--- src/sv/cluster_fit_chisquare_defines.svh ---
// Assertion macros for the cluster fit block
`ifndef CLUSTER_FIT_CHISQUARE_DEFINES_SVH
`define CLUSTER_FIT_CHISQUARE_DEFINES_SVH
`ifndef SYNTHESIS
`define CFC_ASSERT_IMP(label, clk, rst, a, c, msg) \
   label: assert property (@(posedge clk) disable iff (rst) (a) |-> (c)) else $error(msg);
`define CFC_ASSERT_NEXT(label, clk, rst, a, c, msg) \
   label: assert property (@(posedge clk) disable iff (rst) (a) |=> (c)) else $error(msg);
`else
`define CFC_ASSERT_IMP(label, clk, rst, a, c, msg)
`define CFC_ASSERT_NEXT(label, clk, rst, a, c, msg)
`endif
`endif

--- src/sv/cfc_pkg.sv ---
`default_nettype none
package cfc_pkg;
   localparam int MAX_HITS_DEF  = 16;
   localparam int FRAC_BITS_DEF = 24;
   localparam int SUM_W         = 48;
   localparam int CNT_W         = 5;
   localparam int CSR_IDX_W     = 3;

   localparam logic [CSR_IDX_W-1:0] CSR_SLOPE     = 3'd0;
   localparam logic [CSR_IDX_W-1:0] CSR_INTERCEPT = 3'd1;
   localparam logic [CSR_IDX_W-1:0] CSR_OFFSET    = 3'd2;
   localparam logic [CSR_IDX_W-1:0] CSR_PIVOT_IDX = 3'd3;
   localparam logic [CSR_IDX_W-1:0] CSR_PIVOT_EN  = 3'd4;

   typedef enum logic [2:0] {
      ST_IDLE, ST_PREP, ST_MUL, ST_RESID, ST_DIV, ST_ACC, ST_OUT
   } state_type;

   // controller -> datapath
   typedef struct packed {
      logic load;      // capture a hit
      logic prep;      // sign rule, skip check
      logic mul;       // form products
      logic resid;     // pick side, start divide
      logic div_step;  // one quotient bit
      logic acc;       // add term, count hit
      logic clear;     // close cluster
   } cmd_type;

   // datapath -> controller
   typedef struct packed {
      logic skip;      // no work for this hit
      logic div_done;  // quotient complete or already decided
   } status_type;
endpackage
`default_nettype wire

--- src/sv/cfc_ctrl.sv ---
`default_nettype none
`include "cluster_fit_chisquare_defines.svh"
module cfc_ctrl (
   input  wire logic                clock,
   input  wire logic                reset,
   input  wire logic                req_valid,
   output logic                     req_stall,
   input  wire logic                req_last_hit,
   output logic                     rsp_valid,
   input  wire logic                rsp_stall,
   input  wire cfc_pkg::status_type sts,
   output cfc_pkg::cmd_type         cmd
);
   cfc_pkg::state_type state_ff, state_in;
   logic last_ff, last_in;

   // state register
   always_ff @(posedge clock) begin
      if (reset) begin
         state_ff <= cfc_pkg::ST_IDLE;
         last_ff  <= 1'b0;
      end else begin
         state_ff <= state_in;
         last_ff  <= last_in;
      end
   end

   // next state and commands
   always_comb begin
      state_in  = state_ff;
      last_in   = last_ff;
      cmd       = '0;
      req_stall = 1'b1;
      rsp_valid = 1'b0;
      case (state_ff)
         cfc_pkg::ST_IDLE: begin
            req_stall = 1'b0;
            if (req_valid) begin
               cmd.load = 1'b1;
               last_in  = req_last_hit;
               state_in = cfc_pkg::ST_PREP;
            end
         end
         cfc_pkg::ST_PREP: begin
            cmd.prep = 1'b1;
            state_in = cfc_pkg::ST_MUL;
         end
         cfc_pkg::ST_MUL: begin
            if (sts.skip) begin
               state_in = last_ff ? cfc_pkg::ST_OUT : cfc_pkg::ST_IDLE;
            end else begin
               cmd.mul  = 1'b1;
               state_in = cfc_pkg::ST_RESID;
            end
         end
         cfc_pkg::ST_RESID: begin
            cmd.resid = 1'b1;
            state_in  = cfc_pkg::ST_DIV;
         end
         cfc_pkg::ST_DIV: begin
            if (sts.div_done) begin
               state_in = cfc_pkg::ST_ACC;
            end else begin
               cmd.div_step = 1'b1;
            end
         end
         cfc_pkg::ST_ACC: begin
            cmd.acc  = 1'b1;
            state_in = last_ff ? cfc_pkg::ST_OUT : cfc_pkg::ST_IDLE;
         end
         cfc_pkg::ST_OUT: begin
            rsp_valid = 1'b1;
            if (!rsp_stall) begin
               cmd.clear = 1'b1;
               state_in  = cfc_pkg::ST_IDLE;
            end
         end
         default: state_in = cfc_pkg::ST_IDLE;
      endcase
   end

   `CFC_ASSERT_IMP(a_rsp_only_out, clock, reset, rsp_valid, state_ff == cfc_pkg::ST_OUT, "rsp outside OUT")
   `CFC_ASSERT_NEXT(a_load_prep, clock, reset, cmd.load, state_ff == cfc_pkg::ST_PREP, "load not followed by prep")
   `CFC_ASSERT_IMP(a_no_accept_busy, clock, reset, state_ff != cfc_pkg::ST_IDLE, req_stall, "accept while busy")
   `CFC_ASSERT_NEXT(a_out_holds, clock, reset, rsp_valid && rsp_stall, rsp_valid, "result dropped")
endmodule
`default_nettype wire

--- config.mk ---
export PLATFORM = sky130hd
export DESIGN_NAME = cfc_ctrl
export DESIGN_NICKNAME = d
export VERILOG_FILES = /design/src/sv/cfc_pkg.sv /design/src/sv/cfc_ctrl.sv
export VERILOG_INCLUDE_DIRS = /design/src /design/src/sv
export SDC_FILE = /design/constraint.sdc
export NUM_CORES = 1
export LEC_CHECK = 0
export ABC_AREA = 1
export ABC_CLOCK_PERIOD_IN_PS = 1300
export BUFFER_PORTS_ARGS = -buffer_cell sky130_fd_sc_hd__buf_4
export CORE_AREA = 2 2 39 41
export CTS_BUF_LIST = sky130_fd_sc_hd__clkbuf_8
export CTS_CLUSTER_SIZE = 28
export DETAILED_ROUTE_END_ITERATION = 12
export DIE_AREA = 0 0 41 43
export PLACE_DENSITY = 0.45
export SETUP_SLACK_MARGIN = 0.3
export SLEW_MARGIN = 20
export SYNTH_ARGS = -nofsm -noshare
export SYNTH_HDL_FRONTEND = slang
export SYNTH_SLANG_ARGS = --single-unit
--- constraint.sdc ---
create_clock -name clock -period 1.3 [get_ports clock]
set_input_delay 0.39 -clock clock [delete_from_list [all_inputs] [get_ports clock]]
set_output_delay 0.39 -clock clock [all_outputs]
set_load 0.05 [all_outputs]
==> impl_metrics.csv <==
group,metric,value,unit
status,outcome,"finished, violations left",
status,violations,"setup timing",
clock_network,htree_levels,1,
sta,setup_violations,10,
sta,max_freq,0.6506,GHz
synthesis,ys_seq_area_frac,0.2560,
floorplan,rows,14,
placed_design,gp_congestion,0.6841,
route,wl,892,µm
power,power,874.5,µW
floorplan,dieHeight,43,µm
route,vias,417,
clock_network,cts_tree,"yes",
synthesis,synth_fp_nets,60,
clock_network,cts_buffers,3,
layout,regArea,91.34,µm²
power,powerDensity,1189,mW/mm²
worst_setup_path,cp.arrival,1.15,ns
clock_network,cts_buffer_depth,2,
floorplan,initial_core_util,0.2260,
layout,antenna_cells,0,
clock_network,clock_latency,0.22,ns
route,drc_errors,0,
sta,slew-limit-headroom,0.8898,
floorplan,fp.dieW,41,µm
sta,final-max-slew-violation-count,0,
global_routing,grt_pass1_wl,1462,µm
route,routed_via_density,4.170,
placed_design,place.detailed.hpwl,658.8,µm
clock_network,clk_pin_slew_worst_paths,0.03,ns
layout,area_delta_synth_final,135.2,%
worst_setup_path,cp-endpoint,"cmd[5]",
synthesis,yosysUniqueCellTypes,16,
placed_design,place_ws,-0.01656,ns
power,p_leak,0.0003244,µW
synthesis,syn-instance-count,53,
flow_run,cap_violations,0,
global_routing,grt_pass1_vias,378,
worst_setup_path,path_class,"reg -> out",
floorplan,core,0.001384,mm²
sta,period_needed,1.537,ns
global_routing,track_usage,0.1236,
worst_setup_path,r2r_end,"state_ff[0]",
clock_network,clock_sinks,4,
layout,multiInputGateArea,235.2,µm²
clock_network,cts_root_buf,"clkbuf_8",
sta,whs,0.3451,ns
global_routing,grt_start_max_net_pins,8,
layout,drive_above_1_share,0.6667,
sta,worst_pin_slew,0.1648,ns
global_routing,overflow,0,
worst_setup_path,r2r-start,"state_ff[2]",
sta,skew,0.003439,ns
sta,rsz0062_at_grt,"true",
route,wire_per_inst,8.920,µm
worst_setup_path,crit_start,"state_ff[2]",
route,first_pass_iters,2,
sta,hold_viol,0,
worst_setup_path,regToRegSetupSlack,-0.10,ns
floorplan,die_area,0.001763,mm²
route,drtAntennaViolNets,0,
sta,min_period_over_period,1.182,
placed_design,io_buffers,15,
synthesis,synth_warnings,0,
layout,instances_no_fill,100,
sta,setup_ws,-0.2370,ns
route,drt_iter0_drc,3,
placed_design,placedCellCount,92,
synthesis,ys_ff_latch,4,
synthesis,syn_area_per_cell,5.902,µm²
synthesis,netlist_area,312.8,µm²
worst_setup_path,critPathMaxFanout,6,
layout,nets,92,
worst_setup_path,crit_path_start_kind,"flop",
floorplan,io_pins,16,
worst_setup_path,crit_required,0.91,ns
worst_setup_path,cp-end-kind,"output port",
power,worst_ir_drop_vdd,0.0007754,V
worst_hold_path,min_path_type,"in -> reg",
worst_setup_path,ff2ff_path_depth,9,
global_routing,antenna_found_initial,0,
layout,nFillCells,147,
-- cell usage in the layout, fill, tap and decap left out, types with 3 or more instances in the layout --
cell,synthesis,final
inv_1,12,7
nand3_2,2,3
clkinvlp_4,0,5
buf_8,0,4
buf_4,0,16
buf_6,0,7
nand2_1,9,7
nor2_1,6,4
nand3_1,6,4
clkbuf_8,0,3
dfxtp_4,0,3
-- layout make-up --
| type | instances | area share |
|---|---|---|
| multi-input combinational | 34 | 0.3197 |
| clock inverter | 1 | 0.005102 |
| timing repair buffer | 27 | 0.3520 |
| tap | 16 | 0.02721 |
| inverter | 15 | 0.1156 |
| sequential | 4 | 0.1241 |
| clock buffer | 3 | 0.05612 |
-- report_power, final --
| part | internal [µW] | switching, µW |
|---|---|---|
| combinational | 187 | 240 |
| sequential | 143 | 36.2 |
| clock | 201 | 66.3 |
-- logic make-up (layout without fill, tap and decap cells) --
family	after synthesis	count (layout)	share of synthesized area
AOI/OAI and AO/OA	5	5	0.09198
buffers and inverters	15	46	0.1800
DFF	4	4	0.2560
and+or+nand+nor	29	29	0.4720
-- cells in the mapped netlist --
master	count	share of area
a21oi_1	1	0.016
a21oi_2	1	0.028
dfxtp_1	4	0.26
inv_1	12	0.14
inv_2	3	0.036
nand2_1	9	0.11
nand3_1	6	0.096
nand3_2	2	0.064
nand3b_1	1	0.024
nand4_1	1	0.020
nor2_1	6	0.072
nor2_2	2	0.040
nor3_1	1	0.016
nor3_2	1	0.032
o21ai_0	2	0.032
o21ai_1	1	0.016
-- repair_timing --
action,CTS,global route
resized for setup,16,8
endpoints found under the setup margin,12,13
pin swaps,6,2
hold buffers,0,0
setup buffers,3,1
-- flip-flops by register name, indices dropped and copies added (netlist names) --
signal	flops
last_ff	1
state_ff	3
-- through the flow --
| step | setup TNS [ns] | utilization | instance area, µm² |
|---|---|---|---|
| 2_1_floorplan | 0 | - | 374.1 |
| 3_3_place_gp | -0.05676 | 0.4096 | 566.8 |
| 3_5_place_dp | -0.03399 | 0.4096 | 566.8 |
| 4_1_cts | -1.709 | 0.5009 | 693.2 |
| 5_1_grt | -2.102 | 0.5316 | 735.7 |
| 6_report | -1.591 | 0.5316 | 735.7 |
-- routing by layer --
metal	vias to the layer above	wire [µm]	GRT usage
met5	-	0	0
met4	0	0	0.1000
met1	181	380	0.1613
met3	0	38	0.01571
li1	226	-	-
met2	10	472	0.1719
-- worst max-delay path, cell delays in order (launching register included) --
cell and delay, ns:
dfxtp_4 0.41, inv_6 0.07, nand3_1 0.16, clkinvlp_4 0.10
buf_4 0.19
-- how the worst min path moves through the flow --
stage | startpoint | end | cells after the start
floorplan | reset | state_ff[2] | 1
global placement | last_ff | last_ff | 2
detailed placement | last_ff | last_ff | 2
CTS | reset | state_ff[2] | 2
global route | reset | state_ff[2] | 2
finish | reset | state_ff[2] | 2
Note: power is estimated with default switching activity, not from simulation.
